File: config.mk
export PLATFORM = sky130hd
export DESIGN_NAME = linked_command_queue_with_free_pool_core_flat
export DESIGN_NICKNAME = d
export VERILOG_FILES = /design/src/rtl/lcqfp_pkg.sv /design/src/rtl/lcqfp_if.sv /design/src/rtl/linked_command_queue_with_free_pool_core.sv /design/src/rtl/lcqfp_link_ram.sv /design/src/flat_wrapper.sv
export SDC_FILE = /design/constraint.sdc
export NUM_CORES = 1
export LEC_CHECK = 0
export ABC_AREA = 1
export BUFFER_PORTS_ARGS = -buffer_cell sky130_fd_sc_hd__buf_2
export CAP_MARGIN = 10
export CORE_ASPECT_RATIO = 0.5
export CORE_MARGIN = 5
export CORE_UTILIZATION = 50
export DETAILED_ROUTE_END_ITERATION = 16
export PLACE_DENSITY_LB_ADDON = 0.3
export SYNTH_ARGS = -nofsm -noshare
export SYNTH_HDL_FRONTEND = slang
export SYNTH_SLANG_ARGS = --single-unit
File: constraint.sdc
create_clock -name i_clk -period 7.62 [get_ports i_clk]
set_input_delay 1.143 -clock i_clk [delete_from_list [all_inputs] [get_ports i_clk]]
set_output_delay 1.143 -clock i_clk [all_outputs]
set_load 0.01 [all_outputs]
File: src/rtl/lcqfp_pkg.sv
`timescale 1ns / 1ps

package lcqfp_pkg;

    // Pool geometry; slot value POOL_DEPTH stands for "no slot" in every link.
    localparam int POOL_DEPTH = 16;
    localparam int SLOT_W     = $clog2(POOL_DEPTH);
    localparam int LINK_W     = SLOT_W + 1;
    localparam int CNT_W      = LINK_W;

    localparam logic [LINK_W-1:0] NONE_SLOT = LINK_W'(POOL_DEPTH);

    // Beat field widths
    localparam int FUNC_W   = 2;
    localparam int CODE_W   = 8;
    localparam int TAG_W    = 8;
    localparam int BEFORE_W = 5;
    localparam int STAT_W   = 2;

    // Operation codes
    localparam logic [FUNC_W-1:0] FUNC_APPEND = 2'd0;
    localparam logic [FUNC_W-1:0] FUNC_INSERT = 2'd1;
    localparam logic [FUNC_W-1:0] FUNC_POP    = 2'd2;
    localparam logic [FUNC_W-1:0] FUNC_CLEAR  = 2'd3;

    // Status codes
    localparam logic [STAT_W-1:0] STAT_OK       = 2'd0;
    localparam logic [STAT_W-1:0] STAT_EXHAUST  = 2'd1;
    localparam logic [STAT_W-1:0] STAT_EMPTY    = 2'd2;
    localparam logic [STAT_W-1:0] STAT_NOTQUEUE = 2'd3;

    // Link memory write and read requests
    typedef struct packed {
        logic              en;
        logic [SLOT_W-1:0] addr;
        logic [LINK_W-1:0] data;
    } t_link_wr;

    typedef struct packed {
        logic              en;
        logic [SLOT_W-1:0] addr;
        logic [LINK_W-1:0] dflt;
    } t_link_rd;

endpackage

File: src/rtl/lcqfp_if.sv
`timescale 1ns / 1ps

interface lcqfp_cmd_if;
    logic                            valid;
    logic                            ready;
    logic [lcqfp_pkg::FUNC_W-1:0]    func;
    logic [lcqfp_pkg::CODE_W-1:0]    cmd_code;
    logic [lcqfp_pkg::TAG_W-1:0]     cmd_state;
    logic [lcqfp_pkg::BEFORE_W-1:0]  before_slot;

    modport source (output valid, output func, output cmd_code, output cmd_state,
                    output before_slot, input ready);
    modport sink   (input valid, input func, input cmd_code, input cmd_state,
                    input before_slot, output ready);
endinterface

interface lcqfp_res_if;
    logic                            valid;
    logic                            ready;
    logic [lcqfp_pkg::STAT_W-1:0]    status;
    logic [lcqfp_pkg::SLOT_W-1:0]    slot;
    logic [lcqfp_pkg::CODE_W-1:0]    out_code;
    logic [lcqfp_pkg::TAG_W-1:0]     out_state;
    logic [lcqfp_pkg::CNT_W-1:0]     free_count;
    logic                            queue_empty;

    modport source (output valid, output status, output slot, output out_code,
                    output out_state, output free_count, output queue_empty,
                    input ready);
    modport sink   (input valid, input status, input slot, input out_code,
                    input out_state, input free_count, input queue_empty,
                    output ready);
endinterface

File: src/rtl/linked_command_queue_with_free_pool_core.sv
`timescale 1ns / 1ps

// Channel   Dir  Modport  Beat contents
// --------  ---  -------  -------------------------------------------------------
// i_cmd     in   sink     func, cmd_code, cmd_state, before_slot
// o_res     out  source   status, slot, out_code, out_state, free_count, queue_empty
//
// Steps per beat, accept to result in the output register: append and insert go
// TAKE, LINK, FIN; pop REL, FIN; clear REL until the list runs out, FIN; errors
// FIN. A small sequencer walks the link memories (one read, one write port each).
// Reset (synchronous, active low) takes effect at once: the link memories track
// written entries, so no clearing pass is needed.
// A stalled result sits in the output register; the next command is accepted
// meanwhile and holds in its final step until the register frees up.
module linked_command_queue_with_free_pool_core (
    input  logic         i_clk,
    input  logic         i_rst_n,
    lcqfp_cmd_if.sink    i_cmd,
    lcqfp_res_if.source  o_res
);

    localparam int ST_W = 3;
    localparam logic [ST_W-1:0] ST_IDLE = 3'd0;  // waiting for a command beat
    localparam logic [ST_W-1:0] ST_TAKE = 3'd1;  // pull slot off the free list
    localparam logic [ST_W-1:0] ST_LINK = 3'd2;  // hook new slot into neighbours
    localparam logic [ST_W-1:0] ST_REL  = 3'd3;  // release head (pop or clear walk)
    localparam logic [ST_W-1:0] ST_FIN  = 3'd4;  // hand result to output register

    localparam int SW = lcqfp_pkg::SLOT_W;
    localparam int LW = lcqfp_pkg::LINK_W;

    logic [ST_W-1:0]                r_state;
    logic [LW-1:0]                  r_head;
    logic [LW-1:0]                  r_tail;
    logic [LW-1:0]                  r_fhead;
    logic [lcqfp_pkg::CNT_W-1:0]    r_fleft;
    logic [lcqfp_pkg::POOL_DEPTH-1:0] r_queued;

    // per-command working registers
    logic                           r_op_ins;
    logic                           r_op_clr;
    logic [SW-1:0]                  r_s;
    logic [SW-1:0]                  r_b;
    logic [LW-1:0]                  r_p;
    logic [lcqfp_pkg::CODE_W-1:0]   r_in_code;
    logic [lcqfp_pkg::TAG_W-1:0]    r_in_tag;
    logic [lcqfp_pkg::STAT_W-1:0]   r_status;
    logic [SW-1:0]                  r_slot;
    logic [lcqfp_pkg::CODE_W-1:0]   r_code;
    logic [lcqfp_pkg::TAG_W-1:0]    r_tag;

    // entry payload stores, written on allocation, read on pop
    logic [lcqfp_pkg::CODE_W-1:0]   r_code_mem [lcqfp_pkg::POOL_DEPTH];
    logic [lcqfp_pkg::TAG_W-1:0]    r_tag_mem  [lcqfp_pkg::POOL_DEPTH];
    logic [lcqfp_pkg::CODE_W-1:0]   r_rd_code;
    logic [lcqfp_pkg::TAG_W-1:0]    r_rd_tag;

    // output register
    logic                           r_ov;
    logic [lcqfp_pkg::STAT_W-1:0]   r_o_status;
    logic [SW-1:0]                  r_o_slot;
    logic [lcqfp_pkg::CODE_W-1:0]   r_o_code;
    logic [lcqfp_pkg::TAG_W-1:0]    r_o_tag;
    logic [lcqfp_pkg::CNT_W-1:0]    r_o_free;
    logic                           r_o_empty;

    lcqfp_pkg::t_link_wr  nx_wr, pv_wr;
    lcqfp_pkg::t_link_rd  nx_rd, pv_rd;
    logic [LW-1:0]        nx_data, pv_data;

    logic          accept;
    logic          fin_load;
    logic          alloc_op;
    logic          head_ok;
    logic          pool_ok;
    logic [SW-1:0] rd_addr;
    logic [LW-1:0] link_tgt;

    assign accept   = i_cmd.valid && i_cmd.ready;
    assign fin_load = (r_state == ST_FIN) && (!r_ov || o_res.ready);
    assign alloc_op = (i_cmd.func == lcqfp_pkg::FUNC_APPEND) ||
                      (i_cmd.func == lcqfp_pkg::FUNC_INSERT);
    assign head_ok  = r_head < lcqfp_pkg::NONE_SLOT;
    assign pool_ok  = (r_fhead < lcqfp_pkg::NONE_SLOT) && (r_fleft != '0);
    // neighbour whose next link must point at the new slot
    assign link_tgt = r_op_ins ? r_p : r_tail;

    // at accept: free head for allocation, list head for pop/clear;
    // in the clear walk: the head that is about to become current
    always_comb begin
        if (r_state == ST_REL) begin
            rd_addr = nx_data[SW-1:0];
        end else if (alloc_op) begin
            rd_addr = r_fhead[SW-1:0];
        end else begin
            rd_addr = r_head[SW-1:0];
        end
    end

    always_comb begin
        nx_rd.en   = accept || (r_state == ST_REL);
        nx_rd.addr = rd_addr;
        nx_rd.dflt = LW'(rd_addr) + LW'(1);       // reset chain: slot i -> i+1

        pv_rd.en   = accept;
        pv_rd.addr = i_cmd.before_slot[SW-1:0];
        pv_rd.dflt = lcqfp_pkg::NONE_SLOT;

        nx_wr = '0;
        pv_wr = '0;
        case (r_state)
            ST_TAKE: begin
                nx_wr.en   = 1'b1;
                nx_wr.addr = r_s;
                nx_wr.data = r_op_ins ? LW'(r_b) : lcqfp_pkg::NONE_SLOT;
                pv_wr.en   = 1'b1;
                pv_wr.addr = r_s;
                pv_wr.data = r_op_ins ? pv_data : r_tail;
            end
            ST_LINK: begin
                nx_wr.en   = link_tgt < lcqfp_pkg::NONE_SLOT;
                nx_wr.addr = link_tgt[SW-1:0];
                nx_wr.data = LW'(r_s);
                pv_wr.en   = r_op_ins;
                pv_wr.addr = r_b;
                pv_wr.data = LW'(r_s);
            end
            ST_REL: begin
                // released slot goes on the front of the free list
                nx_wr.en   = 1'b1;
                nx_wr.addr = r_head[SW-1:0];
                nx_wr.data = r_fhead;
                // new head loses its back link
                pv_wr.en   = nx_data < lcqfp_pkg::NONE_SLOT;
                pv_wr.addr = nx_data[SW-1:0];
                pv_wr.data = lcqfp_pkg::NONE_SLOT;
            end
            default: begin
                nx_wr = '0;
                pv_wr = '0;
            end
        endcase
    end

    lcqfp_link_ram u_next (
        .i_clk     (i_clk),
        .i_rst_n   (i_rst_n),
        .i_wr      (nx_wr),
        .i_rd      (nx_rd),
        .o_rd_data (nx_data)
    );

    lcqfp_link_ram u_prev (
        .i_clk     (i_clk),
        .i_rst_n   (i_rst_n),
        .i_wr      (pv_wr),
        .i_rd      (pv_rd),
        .o_rd_data (pv_data)
    );

    // payload stores
    always_ff @(posedge i_clk) begin
        if (r_state == ST_TAKE) begin
            r_code_mem[r_s] <= r_in_code;
            r_tag_mem[r_s]  <= r_in_tag;
        end
        if (accept) begin
            r_rd_code <= r_code_mem[r_head[SW-1:0]];
            r_rd_tag  <= r_tag_mem[r_head[SW-1:0]];
        end
    end

    // sequencer and list pointers
    always_ff @(posedge i_clk) begin
        if (!i_rst_n) begin
            r_state  <= ST_IDLE;
            r_head   <= lcqfp_pkg::NONE_SLOT;
            r_tail   <= lcqfp_pkg::NONE_SLOT;
            r_fhead  <= '0;
            r_fleft  <= lcqfp_pkg::CNT_W'(lcqfp_pkg::POOL_DEPTH);
            r_queued <= '0;
        end else begin
            case (r_state)
                ST_IDLE: begin
                    if (accept) begin
                        case (i_cmd.func)
                            lcqfp_pkg::FUNC_APPEND,
                            lcqfp_pkg::FUNC_INSERT: begin
                                if (!pool_ok) begin
                                    r_state <= ST_FIN;
                                end else if (i_cmd.func == lcqfp_pkg::FUNC_APPEND ||
                                             i_cmd.before_slot == lcqfp_pkg::NONE_SLOT) begin
                                    r_state <= ST_TAKE;
                                end else if (i_cmd.before_slot > lcqfp_pkg::NONE_SLOT ||
                                             !r_queued[i_cmd.before_slot[SW-1:0]]) begin
                                    r_state <= ST_FIN;
                                end else begin
                                    r_state <= ST_TAKE;
                                end
                            end
                            default: begin
                                r_state <= head_ok ? ST_REL : ST_FIN;
                            end
                        endcase
                    end
                end
                ST_TAKE: begin
                    r_fhead       <= nx_data;
                    r_queued[r_s] <= 1'b1;
                    r_fleft       <= r_fleft - lcqfp_pkg::CNT_W'(1);
                    r_state       <= ST_LINK;
                end
                ST_LINK: begin
                    if (!r_op_ins) begin
                        if (!(r_tail < lcqfp_pkg::NONE_SLOT)) begin
                            r_head <= LW'(r_s);
                        end
                        r_tail <= LW'(r_s);
                    end else if (!(r_p < lcqfp_pkg::NONE_SLOT)) begin
                        r_head <= LW'(r_s);
                    end
                    r_state <= ST_FIN;
                end
                ST_REL: begin
                    r_head <= nx_data;
                    if (!(nx_data < lcqfp_pkg::NONE_SLOT)) begin
                        r_tail <= lcqfp_pkg::NONE_SLOT;
                    end
                    r_queued[r_head[SW-1:0]] <= 1'b0;
                    r_fhead <= r_head;
                    r_fleft <= r_fleft + lcqfp_pkg::CNT_W'(1);
                    // clear keeps walking until the list runs out
                    if (!r_op_clr || !(nx_data < lcqfp_pkg::NONE_SLOT)) begin
                        r_state <= ST_FIN;
                    end
                end
                ST_FIN: begin
                    if (fin_load) begin
                        r_state <= ST_IDLE;
                    end
                end
                default: begin
                    r_state <= ST_IDLE;
                end
            endcase
        end
    end

    // working payload, no reset needed
    always_ff @(posedge i_clk) begin
        case (r_state)
            ST_IDLE: begin
                if (accept) begin
                    r_s       <= r_fhead[SW-1:0];
                    r_b       <= i_cmd.before_slot[SW-1:0];
                    r_in_code <= i_cmd.cmd_code;
                    r_in_tag  <= i_cmd.cmd_state;
                    r_op_clr  <= i_cmd.func == lcqfp_pkg::FUNC_CLEAR;
                    r_op_ins  <= (i_cmd.func == lcqfp_pkg::FUNC_INSERT) &&
                                 (i_cmd.before_slot != lcqfp_pkg::NONE_SLOT);
                    r_slot    <= '0;
                    r_code    <= '0;
                    r_tag     <= '0;
                    r_status  <= lcqfp_pkg::STAT_OK;
                    case (i_cmd.func)
                        lcqfp_pkg::FUNC_APPEND: begin
                            if (!pool_ok) begin
                                r_status <= lcqfp_pkg::STAT_EXHAUST;
                            end
                        end
                        lcqfp_pkg::FUNC_INSERT: begin
                            if (!pool_ok) begin
                                r_status <= lcqfp_pkg::STAT_EXHAUST;
                            end else if (i_cmd.before_slot > lcqfp_pkg::NONE_SLOT ||
                                         (i_cmd.before_slot != lcqfp_pkg::NONE_SLOT &&
                                          !r_queued[i_cmd.before_slot[SW-1:0]])) begin
                                r_status <= lcqfp_pkg::STAT_NOTQUEUE;
                            end
                        end
                        lcqfp_pkg::FUNC_POP: begin
                            if (!head_ok) begin
                                r_status <= lcqfp_pkg::STAT_EMPTY;
                            end
                        end
                        default: begin
                            r_status <= lcqfp_pkg::STAT_OK;
                        end
                    endcase
                end
            end
            ST_TAKE: begin
                r_p    <= pv_data;
                r_slot <= r_s;
            end
            ST_REL: begin
                if (!r_op_clr) begin
                    r_slot <= r_head[SW-1:0];
                    r_code <= r_rd_code;
                    r_tag  <= r_rd_tag;
                end
            end
            default: begin
                r_p <= r_p;
            end
        endcase
    end

    // output register
    always_ff @(posedge i_clk) begin
        if (!i_rst_n) begin
            r_ov <= 1'b0;
        end else if (fin_load) begin
            r_ov <= 1'b1;
        end else if (o_res.ready) begin
            r_ov <= 1'b0;
        end
    end

    always_ff @(posedge i_clk) begin
        if (fin_load) begin
            r_o_status <= r_status;
            r_o_slot   <= r_slot;
            r_o_code   <= r_code;
            r_o_tag    <= r_tag;
            r_o_free   <= r_fleft;
            r_o_empty  <= !head_ok;
        end
    end

    assign i_cmd.ready       = r_state == ST_IDLE;
    assign o_res.valid       = r_ov;
    assign o_res.status      = r_o_status;
    assign o_res.slot        = r_o_slot;
    assign o_res.out_code    = r_o_code;
    assign o_res.out_state   = r_o_tag;
    assign o_res.free_count  = r_o_free;
    assign o_res.queue_empty = r_o_empty;

endmodule

File: src/rtl/lcqfp_link_ram.sv
`timescale 1ns / 1ps

// One write, one registered read. Entries never written read as the
// default supplied with the read request.
module lcqfp_link_ram (
    input  logic                              i_clk,
    input  logic                              i_rst_n,
    input  lcqfp_pkg::t_link_wr               i_wr,
    input  lcqfp_pkg::t_link_rd               i_rd,
    output logic [lcqfp_pkg::LINK_W-1:0]      o_rd_data
);

    logic [lcqfp_pkg::LINK_W-1:0]     r_mem [lcqfp_pkg::POOL_DEPTH];
    logic [lcqfp_pkg::POOL_DEPTH-1:0] r_written;
    logic [lcqfp_pkg::LINK_W-1:0]     r_q;
    logic [lcqfp_pkg::LINK_W-1:0]     r_dflt;
    logic                             r_hit;

    always_ff @(posedge i_clk) begin
        if (!i_rst_n) begin
            r_written <= '0;
        end else if (i_wr.en) begin
            r_written[i_wr.addr] <= 1'b1;
        end
    end

    always_ff @(posedge i_clk) begin
        if (i_wr.en) begin
            r_mem[i_wr.addr] <= i_wr.data;
        end
        if (i_rd.en) begin
            r_q    <= r_mem[i_rd.addr];
            r_hit  <= r_written[i_rd.addr];
            r_dflt <= i_rd.dflt;
        end
    end

    assign o_rd_data = r_hit ? r_q : r_dflt;

endmodule

File: src/flat_wrapper.sv
// flat-port wrapper written by rule: the top's interface ports become plain ports
module linked_command_queue_with_free_pool_core_flat 
  (i_clk, i_rst_n, i_cmd_valid, i_cmd_func, i_cmd_cmd_code, i_cmd_cmd_state, i_cmd_before_slot, i_cmd_ready, o_res_valid, o_res_status, o_res_slot, o_res_out_code, o_res_out_state, o_res_free_count, o_res_queue_empty, o_res_ready);
  lcqfp_cmd_if i_cmd_i ();
  lcqfp_res_if o_res_i ();
  input  logic i_clk;
  input  logic i_rst_n;
  input wire logic [$bits(i_cmd_i.valid)-1:0] i_cmd_valid;
  input wire logic [$bits(i_cmd_i.func)-1:0] i_cmd_func;
  input wire logic [$bits(i_cmd_i.cmd_code)-1:0] i_cmd_cmd_code;
  input wire logic [$bits(i_cmd_i.cmd_state)-1:0] i_cmd_cmd_state;
  input wire logic [$bits(i_cmd_i.before_slot)-1:0] i_cmd_before_slot;
  output wire logic [$bits(i_cmd_i.ready)-1:0] i_cmd_ready;
  output wire logic [$bits(o_res_i.valid)-1:0] o_res_valid;
  output wire logic [$bits(o_res_i.status)-1:0] o_res_status;
  output wire logic [$bits(o_res_i.slot)-1:0] o_res_slot;
  output wire logic [$bits(o_res_i.out_code)-1:0] o_res_out_code;
  output wire logic [$bits(o_res_i.out_state)-1:0] o_res_out_state;
  output wire logic [$bits(o_res_i.free_count)-1:0] o_res_free_count;
  output wire logic [$bits(o_res_i.queue_empty)-1:0] o_res_queue_empty;
  input wire logic [$bits(o_res_i.ready)-1:0] o_res_ready;
  assign i_cmd_i.valid = i_cmd_valid;
  assign i_cmd_i.func = i_cmd_func;
  assign i_cmd_i.cmd_code = i_cmd_cmd_code;
  assign i_cmd_i.cmd_state = i_cmd_cmd_state;
  assign i_cmd_i.before_slot = i_cmd_before_slot;
  assign i_cmd_ready = i_cmd_i.ready;
  assign o_res_valid = o_res_i.valid;
  assign o_res_status = o_res_i.status;
  assign o_res_slot = o_res_i.slot;
  assign o_res_out_code = o_res_i.out_code;
  assign o_res_out_state = o_res_i.out_state;
  assign o_res_free_count = o_res_i.free_count;
  assign o_res_queue_empty = o_res_i.queue_empty;
  assign o_res_i.ready = o_res_ready;
  linked_command_queue_with_free_pool_core u_core (.i_clk(i_clk), .i_rst_n(i_rst_n), .i_cmd(i_cmd_i), .o_res(o_res_i));
endmodule
==> results of run 1 <==
==> metrics by stage <==
stage / area [sq um] / util, % / instances / total power, mW
after floorplan: 23950 / - / 1953 / 4.660
after global placement: 24920 / 52.93 / 2575 / 4.983
after detailed placement: 24920 / 52.93 / 2575 / 5.003
after CTS: 26670 / 56.64 / 2671 / 7.701
after global routing: 26670 / 56.64 / 2671 / 7.961
final: 26670 / 56.64 / 2671 / 7.667
==> path summary, 6_finish.rpt <==
check | start | to | slack (ns) | cells past startpoint
worst max register to register | u_core.r_state[1] | u_core.u_next.r_hit | 3.48 | 11
worst min-delay path | u_core.r_code[1] | u_core.o_res.out_code[1] | 0.42 | 0
worst min register to register | u_core.r_code[1] | u_core.o_res.out_code[1] | 0.42 | 0
worst max-delay path | u_core.r_state[1] | u_core.u_next.r_hit | 3.48 | 11
==> sequential cells by signal (all words and copies together), names as in the netlist, 16 cells and up <==
name and flops:
u_core.u_prev.r_mem 80, u_core.u_prev.r_written 16, u_core.r_tag_mem 128, u_core.r_queued 16, u_core.r_code_mem 128, u_core.u_next.r_written 16, u_core.u_next.r_mem 80
==> critical path: stages, from the launching register on <==
cell     delay, ns
dfxtp_1       1.01
inv_2         0.21
nor2_8        0.32
inv_4         0.28
o21ai_2       0.14
nand2_2       0.59
inv_2         0.81
a21oi_1       0.14
o21ai_0       0.11
nand3_1       0.10
nand3_1       0.11
nand2_1       0.06
==> area by class of cell <==
type | count | area, sq um | share of cell area [%]
clock buffers | 71 | 1411 | 5.293
clock inverters | 25 | 331.6 | 1.243
inverters | 137 | 516.7 | 1.938
multi-input cells | 1103 | 5674 | 21.28
flip-flops and latches | 602 | 17360 | 65.11
well taps | 638 | 798.3 | 2.993
repair buffers | 95 | 573.1 | 2.149
==> cell usage in the layout (no fill, tap or decap), drive strengths merged <==
cell / instances
a221oi: 3
a22oi: 66
o211ai: 43
nor4: 4
clkinv: 15
nand4: 16
a211oi: 18
a21o: 1
ha: 4
or2: 4
a31oi: 3
xor2: 2
clkinvlp: 1
edfxtp: 530
xnor2: 1
nand3: 228
clkbuf: 71
o31ai: 3
fa: 1
o21ai: 127
dfxtp: 72
a21boi: 1
nand2: 217
mux2i: 2
inv: 139
o21a: 1
bufinv: 7
nor2: 270
o221ai: 20
nor3: 14
a21oi: 45
o22ai: 9
buf: 95
==> power by group through the flow <==
stage | clock network (mW) | logic (mW) | registers [mW]
final | 2.72 | 0.908 | 4.04
after global routing | 2.91 | 0.995 | 4.06
after CTS | 2.76 | 0.905 | 4.03
after detailed placement | 0 | 0.898 | 4.10
after global placement | 0 | 0.884 | 4.10
after floorplan | 0 | 0.617 | 4.04
==> layer usage <==
metal / up-vias / share of wire, % / track usage (%)
met5: - / 0 / 0
met4: 0 / 2.5 / 5.939
met3: 107 / 7.3 / 3.049
met2: 618 / 47 / 35.04
met1: 7595 / 43 / 30.00
li1: 7120 / - / -
==> kinds of logic (layout without fill, tap and decap cells) <==
logic type | Yosys count | in the layout
and+or+nand+nor | 753 | 753
AOI/OAI and AO/OA | 340 | 340
buffers and inverters | 248 | 328
adders and majority gates | 5 | 5
DFF | 602 | 602
muxes | 2 | 2
xor gates and xnor gates | 3 | 3
==> summary.md, run 1 <==
| Metric | Value |
|---|---|
| Area share of the largest cell type after synthesis | 66.46% |
| Initial detailed-routing violation count | 1656 |
| Die ar. | 52630 sq um |
| Synth Register Bits | 602 |
| Top cells by area, synth | edfxtp_1 (66%), dfxtp_1 (6.0%), nand3_1 (4.7%) |
| CTS Root Cell | clkbuf_16 |
| Cts bufs inserted | 51 |
| Avg Inst Size Synth | 12.26 sq um |
| Num rows | 56 |
| TNS Setup | 0 ns |
| Htree depth | 2 |
| Clock Latency Late Sink | 0.60 ns |
| Post-layout nets | 2022 |
| Port Buf Inserts | 56 |
| Register area share after synthesis | 72.48% |
| GPL Wtd Cong | 0.8831 |
| Adder-cell area share of the yosys netlist | 0.2926% |
| P_sw | 1.996 mW |
| Critical path class | flop to flop |
| First-pass GRT wire length | 86.98 mm |
| Initial antenna violation count | 0 |
| Area leader, netlist | edfxtp_1 |
| Post-synthesis cell area | 23950 sq um |
| ANT cells | 0 |
| Final Hold Fails | 0 |
| Area fraction in and, or, nand and nor cells after synthesis | 13.64% |
| Clock-pin slew on the worst setup and hold paths | 0.07 ns |
| Clock Path Buffers | 3 |
| CP Capture Type | flop |
| Worst Tran Pin Value | 1.099 ns |
| Avg Vias per Cell | 5.781 |
| Worst vdd ir | 0.2606 mV |
| Resized cells post-CTS | 0 |
| Int Pwr | 5.671 mW |
| Initial core utilization | 50.86% |
| Post-Syn Nets | 1985 |
| Via Count | 15440 |
| Distinct cells, synth | 48 |
| Top-count cell post-synth | edfxtp_1 |
| Dominant combinational cell family by area after synthesis | simple AND/OR/NAND/NOR gates |
| Synth warn | 0 |
| Setup WS post-layout | 3.482 ns |
| Chip height | 164.7 um |
| Hold WC Path Type | flop to flop |
| Post-synthesis compound-gate area fraction | 9.155% |
| Layout fillers | 3831 |
| Outcome | finished clean |
| RSZ-0062 raised after global routing | no |
| Post-Syn Instances | 1953 |
| Drt drc | 0 |
| Total GRT Usage | 21.22% |
| Antenna Nets Post-Route | 0 |
| Worst Path Required | 7.97 ns |
| PD cells | 287.5 nW/um^2 |
| TritonCTS clock tree | built |
| Clock network power share | 35.5% |
| Clk_skew | 0.03671 ns |
| Main synth FF type | edfxtp_1 |
| Final period utilization | 54.30% |
| Post-Synth XOR/XNOR Area | 0.1097% |
| Setup repair bufs after CTS | 0 |
| Combinational fraction of design power | 11.8% |
| Avg WL per Cell | 21.07 um |
| Worst-path maximum fanout | 58 |
| CP arrival | 4.49 ns |
| Final HPWL DP | 32.06 mm |
| CP Launch Type | flop |
| Multiplexer share of the synthesized area | 0.08360% |
| Sw Ratio | 26.03% |
| Syn-to-layout area delta | 11.36% |
| Fmax | 241.7 MHz |
| I/O pins | 57 |
| Setup violators final | 0 |
| EDFF count, synth | 530 |
| TritonCTS Sinks | 602 |
| Max-Cap Viols | 0 |
| Worst hold slack | 0.4192 ns |
| Sequential share of power | 52.7% |
| Grt ovf | 0 |
| First-pass detailed-route iteration total | 5 |
| Leak | 9.264 nW |
| Slew headroom | 26.50% |
| Die span in x | 319.5 um |
| Share of layout cells above drive strength 1 | 12.30% |
| Largest net degree at the start of global routing | 71 |
| Vias in the first global route | 14900 |
| Most frequent cells after synthesis | edfxtp_1 (530), nor2_1 (258), nand3_1 (227), nand2_1 (214), inv_1 (117) |
| Fin crit period | 4.138 ns |
| Pre-CTS WS | 3.509 ns |
| Final Max Tran Viols | 0 |
| Core footprint | 47090 sq um |
| Post-cts hold buffer count | 0 |
| Post-synthesis async set-or-reset flop share | 0% |
| Post-Route WL | 56.29 mm |
No activity file was read; power rests on OpenSTA's default activity.
==> run 2, diff against run 1 <==
clock period = 3.75 ns   (was 7.62 ns; I/O delays follow)
==> run 2 against run 1 <==
Net effect: critical path depth decreased by 1; highest routed layer unchanged; clock skew decreased by 0.0036 ns; worst hold slack got worse by 0.27 ns; sequential power increased by 100%; register-to-register slack got worse by 2.8 ns; largest power group unchanged; via count decreased by 0.22%; clock power increased by 97%.
==> summary.md, run 2 (synthesis results as in run 1) <==
| Metric | Value |
|---|---|
| Outcome | finished clean |
| Initial core utilization | 50.86% (unchanged) |
| Worst-path maximum fanout | 18 (-69%) |
| Share of layout cells above drive strength 1 | 12.72% (+0.42 points) |
| Num rows | 56 (unchanged) |
| Clock Path Buffers | 3 (unchanged) |
| Worst Tran Pin Value | 1.217 ns (+0.1179 ns) |
| Fmax | 328.6 MHz (+36%) |
| Htree depth | 2 (unchanged) |
| Setup violators final | 0 (unchanged) |
| Largest net degree at the start of global routing | 96 (+35%) |
| Worst Path Required | 3.96 ns (-4.01 ns) |
| Chip height | 164.7 um (unchanged) |
| Top cell by count, worst path | nor2_1 |
| Hold WC Path Type | primary input to flop |
| Avg WL per Cell | 21.27 um (+0.93%) |
| ANT cells | 0 (unchanged) |
| Leak | 9.305 nW (+0.45%) |
| Top cell family by delay on the critical path | simple AND/OR/NAND/NOR gates |
| RSZ-0062 raised after global routing | no |
| Final Hold Fails | 0 (unchanged) |
| WP buf/inv | 3 (unchanged) |
| Initial antenna violation count | 0 (unchanged) |
| Cts bufs inserted | 51 (unchanged) |
| Biggest regs | u_core.r_code_mem (128), u_core.r_tag_mem (128) |
| Grt ovf | 0 (unchanged) |
| Post-Route WL | 57.04 mm (+1.3%) |
| Final period utilization | 81.14% (+27 points) |
| TritonCTS clock tree | built |
| Setup repair bufs after CTS | 0 (unchanged) |
| TritonCTS Sinks | 602 (unchanged) |
| Avg Vias per Cell | 5.744 (-0.63%) |
| Final Max Tran Viols | 0 (unchanged) |
| First-pass GRT wire length | 88.12 mm (+1.3%) |
| GPL Wtd Cong | 0.9153 (+3.6%) |
| Critical path's largest stage delay | 0.57 ns (-0.44 ns) |
| First-pass detailed-route iteration total | 6 (+1) |
| Most frequent cells in the layout | edfxtp_1 (530), nor2_1 (238), nand3_1 (227) |
| I/O pins | 57 (unchanged) |
| CP Capture Type | flop |
| Worst path cell trace | nand2_4 -> nor2_4 -> inv_2 -> nor2_1 -> inv_1 -> o21ai_1 -> nor2_1 -> inv_1 -> nand2_1 -> nor2_1 |
| Slew headroom | 18.81% (-7.7 points) |
| Critical path class | flop to flop |
| Power, Total | 15.48 mW (+100%) |
| CP arrival | 3.25 ns (-1.24 ns) |
| Post-layout nets | 2036 (+0.69%) |
| Clock-pin slew on the worst setup and hold paths | 0.07 ns (about the same) |
| CP Launch Type | flop |
| Slowest cell on crit path | nor2_1 |
| Clock Latency Late Sink | 0.60 ns (about the same) |
| PD cells | 579.2 nW/um^2 (+100%) |
| Clk_skew | 0.03314 ns (-0.003576 ns) |
| CTS Root Cell | clkbuf_16 |
| Vias in the first global route | 15106 (+1.4%) |
| Syn-to-layout area delta | 11.61% |
| Antenna Nets Post-Route | 0 (unchanged) |
| Die ar. | 52630 sq um (unchanged) |
| Drt drc | 0 (unchanged) |
| Port Buf Inserts | 56 (unchanged) |
| Resized cells post-CTS | 0 (unchanged) |
| Max-Cap Viols | 0 (unchanged) |
| TNS Setup | 0 ns (unchanged) |
| Final HPWL DP | 33.68 mm (+5.0%) |
| Total GRT Usage | 21.60% (+0.38 points) |
| Initial detailed-routing violation count | 1742 (+5.2%) |
| Via Count | 15406 (-0.22%) |
| Fin crit period | 3.043 ns (-1.095 ns) |
| Worst vdd ir | 0.3300 mV (+27%) |
| Post-cts hold buffer count | 0 (unchanged) |
| Die span in x | 319.5 um (unchanged) |
| Commonest non-fill, non-tap cell in the layout | edfxtp_1 |
| Core footprint | 47090 sq um (unchanged) |
| Worst hold slack | 0.1490 ns (-0.2702 ns) |
## run 2: changes by cell type in the layout (fill, tap and decap cells not counted), sizes merged
cell,before,now
buf,95,109
clkinv,15,19
clkbuf,71,68
inv,139,137
bufinv,7,6
clkinvlp,1,0
## run 2: worst paths after layout
| path | endpoint | startpoint | slack [ns] | depth (start not counted) |
|---|---|---|---|---|
| setup / recovery | u_core.u_next.r_mem[14][0] | u_core.r_state[0] | 0.71 | 10 |
| hold / removal | u_core.r_in_tag[6] | i_cmd_cmd_state[6] | 0.15 | 1 |
| setup reg to reg | u_core.u_next.r_mem[14][0] | u_core.r_state[0] | 0.71 | 10 |
| hold reg to reg | u_core.o_res.out_code[4] | u_core.r_code[4] | 0.42 | 0 |
## run 2: through the flow
| stage | utilization, % | instance area, sq um | setup slack [ns] | std cells |
|---|---|---|---|---|
| after floorplan | - | 23950 | 0.4575 | 1953 |
| after global placement | 53.23 | 25060 | 0.8448 | 2589 |
| after detailed placement | 53.23 | 25060 | 0.8334 | 2589 |
| after CTS | 56.76 | 26730 | 0.7935 | 2682 |
| after global routing | 56.76 | 26730 | 0.5562 | 2682 |
| final | 56.76 | 26730 | 0.7072 | 2682 |
## run 2: routing by layer
layer	wire length (um)	share of wire (%)	GRT usage (%)	up-vias
met2	26670	47	35.18	661
li1	-	-	-	7161
met3	4836	8.5	4.029	98
met4	1365	2.4	6.434	0
met1	24180	42	30.20	7486
met5	0	0	0	-
## run 2: layout make-up
class                           instances  area, sq um
Tap cell                              638        798.3
Fill cell                            3832        20360
Sequential cell                       602        17360
Multi-Input combinational cell       1103         5683
Clock buffer                           68         1350
Clock inverter                         25        312.8
Inverter                              137        516.7
Timing Repair Buffer                  109        703.2
## run 2: power breakdown
| group | total, mW | internal, mW | switching (mW) | leakage, nW |
|---|---|---|---|---|
| registers | 8.18 | 7.89 | 0.285 | 5.42 |
| logic | 1.94 | 0.528 | 1.41 | 3.07 |
| clock network | 5.36 | 2.96 | 2.40 | 0.813 |
| total | 15.5 | 11.4 | 4.09 | 9.31 |
==> run 3, diff against run 2 <==
clock period = 3 ns   (was 3.75 ns; I/O delays follow)
==> run 3 against run 2 <==
Net effect: sequential share of layout area shrank 0.32 points; combinational power grew 26%; largest power group unchanged; routed wire length shrank 0.34%; largest cell class unchanged; first-iteration DRC count grew 5.2%.
==> summary.md, run 3 (synthesis results as in run 1) <==
| Metric | Value |
|---|---|
| Placed Area | 25170 sq um (+0.43%) |
| Post-layout nets | 2045 (+0.44%) |
| Die span in x | 319.5 um (unchanged) |
| Initial core utilization | 50.86% (unchanged) |
| Num rows | 56 (unchanged) |
| Outcome | finished clean |
| TNS Setup | 0 ns (unchanged) |
| First-pass detailed-route iteration total | 6 (unchanged) |
| Max-Cap Viols | 0 (unchanged) |
| Die ar. | 52630 sq um (unchanged) |
| Via Count | 15550 (+0.93%) |
| Grt ovf | 0 (unchanged) |
| Port Buf Inserts | 56 (unchanged) |
| Htree depth | 2 (unchanged) |
| Core footprint | 47090 sq um (unchanged) |
| Pre-CTS WS | 0.3143 ns (-0.5191 ns) |
| Slew headroom | 43.36% (+25 points) |
| PD cells | 722.5 nW/um^2 (+25%) |
| Slowest cell on crit path | dfxtp_1 |
| ANT cells | 0 (unchanged) |
| Biggest regs | u_core.r_code_mem (128), u_core.r_tag_mem (128) |
| Avg Vias per Cell | 5.774 (+0.52%) |
| Final Hold Fails | 0 (unchanged) |
| Clk_skew | 0.03742 ns (+0.004278 ns) |
| Worst path cell trace | nand2_4 -> nor2_8 -> inv_4 -> nor2_1 -> inv_1 -> o21ai_1 -> inv_1 -> o211ai_1 -> nand2_1 |
| Drt drc | 0 (unchanged) |
| Clock Latency Late Sink | 0.60 ns (about the same) |
| Setup repair bufs after CTS | 0 (unchanged) |
| Resized cells post-CTS | 0 (unchanged) |
| Commonest non-fill, non-tap cell in the layout | edfxtp_1 |
| Setup WS post-layout | 0.2693 ns (-0.4380 ns) |
| Share of layout cells above drive strength 1 | 13.04% (+0.32 points) |
| Vias in the first global route | 14833 (-1.8%) |
| RSZ-0062 raised after global routing | no |
| Hold WC Path Type | primary input to flop |
| Antenna Nets Post-Route | 0 (unchanged) |
| Final HPWL DP | 33.13 mm (-1.6%) |
| Fin crit period | 2.731 ns (-0.3120 ns) |
| Chip height | 164.7 um (unchanged) |
| Top cell family by delay on the critical path | simple AND/OR/NAND/NOR gates |
| Worst Path Required | 3.33 ns (-0.63 ns) |
| GPL Wtd Cong | 0.8831 (-3.5%) |
| Worst vdd ir | 0.4558 mV (+38%) |
| Power, Total | 19.40 mW (+25%) |
| Setup violators final | 0 (unchanged) |
| CP Launch Type | flop |
| TritonCTS clock tree | built |
| CP Capture Type | flop |
| Most frequent cells in the layout | edfxtp_1 (530), nor2_1 (238), nand3_1 (227) |
| Critical path class | flop to flop |
| Worst-path maximum fanout | 18 (unchanged) |
| Finished Core Util | 57.04% (+0.28 points) |
| Final period utilization | 91.02% (+9.9 points) |
| Cts bufs inserted | 51 (unchanged) |
| Top cell by count, worst path | inv_1 |
| Fmax | 366.2 MHz (+11%) |
| Leak | 9.378 nW (+0.78%) |
| Fin area | 26860 sq um (+0.50%) |
| Syn-to-layout area delta | 12.17% |
| Post-Layout Cell Count | 2693 (+0.41%) |
| TritonCTS Sinks | 602 (unchanged) |
| Critical path's largest stage delay | 0.47 ns (-0.10 ns) |
| Avg WL per Cell | 21.11 um (-0.75%) |
| Post-Route WL | 56.85 mm (-0.34%) |
| First-pass GRT wire length | 87.21 mm (-1.0%) |
| Worst Tran Pin Value | 0.8439 ns (-0.3726 ns) |
| Largest net degree at the start of global routing | 68 (-29%) |
| I/O pins | 57 (unchanged) |
| Clock Path Buffers | 3 (unchanged) |
| Inst Count DP | 2597 (+0.31%) |
| Total GRT Usage | 21.30% (-0.30 points) |
| Clock-pin slew on the worst setup and hold paths | 0.07 ns (about the same) |
| WP buf/inv | 3 (unchanged) |
| CP arrival | 3.06 ns (-0.19 ns) |
| Post-cts hold buffer count | 0 (unchanged) |
| Worst hold slack | 0.02112 ns (-0.1279 ns) |
| CTS Root Cell | clkbuf_16 |
| Final Max Tran Viols | 0 (unchanged) |
| Initial detailed-routing violation count | 1833 (+5.2%) |
| Initial antenna violation count | 0 (unchanged) |
-- run 3: cell types whose count changed in the layout (fill, tap and decap cells not counted), moves of 2 or more --
cell      change
buf_4         +6
clkbuf_8      +4
buf_12        +3
clkbuf_1      +2
clkinv_2      -2
o31ai_2       -2
o31ai_4       +2
-- run 3: power breakdown --
part	total [mW]	internal, mW	switching [mW]
clock	6.74	3.80	2.95
combinational	2.45	0.690	1.76
sequential	10.2	9.87	0.340
total	19.4	14.4	5.05
-- run 3: cell type report --
| type | count | area, sq um |
|---|---|---|
| inverter | 137 | 516.7 |
| multi-input combinational | 1103 | 5694 |
| clock buffer | 74 | 1413 |
| timing repair buffer | 118 | 808.3 |
| tap | 638 | 798.3 |
| clock inverter | 21 | 267.8 |
| sequential | 602 | 17360 |
| fill | 3773 | 20230 |
-- run 3: final timing paths --
kind / from / to / slack, ns / depth (start not counted)
setup reg to reg: u_core.r_state[0] / u_core.u_next.r_q[0] / 0.27 / 9
setup / recovery: u_core.r_state[0] / u_core.u_next.r_q[0] / 0.27 / 9
hold / removal: i_cmd_cmd_state[3] / u_core.r_in_tag[3] / 0.02 / 1
hold reg to reg: u_core.r_tag[0] / u_core.o_res.out_state[0] / 0.42 / 0
-- run 3: routing by layer --
| layer | share of wire (%) | GRT usage, % | wire, um |
|---|---|---|---|
| met3 | 8.2 | 3.355 | 4663 |
| met2 | 47 | 34.62 | 26770 |
| met1 | 42 | 30.46 | 24070 |
| met4 | 2.4 | 5.821 | 1347 |
| met5 | 0 | 0 | 0 |
-- run 3: worst reg2reg max path, delay by kind of cell, from the launching register on --
kind / cells / cell delay (ns)
compound gates: 2 / 0.65
buf+inv: 3 / 0.59
flops: 1 / 0.47
simple gates: 4 / 0.79
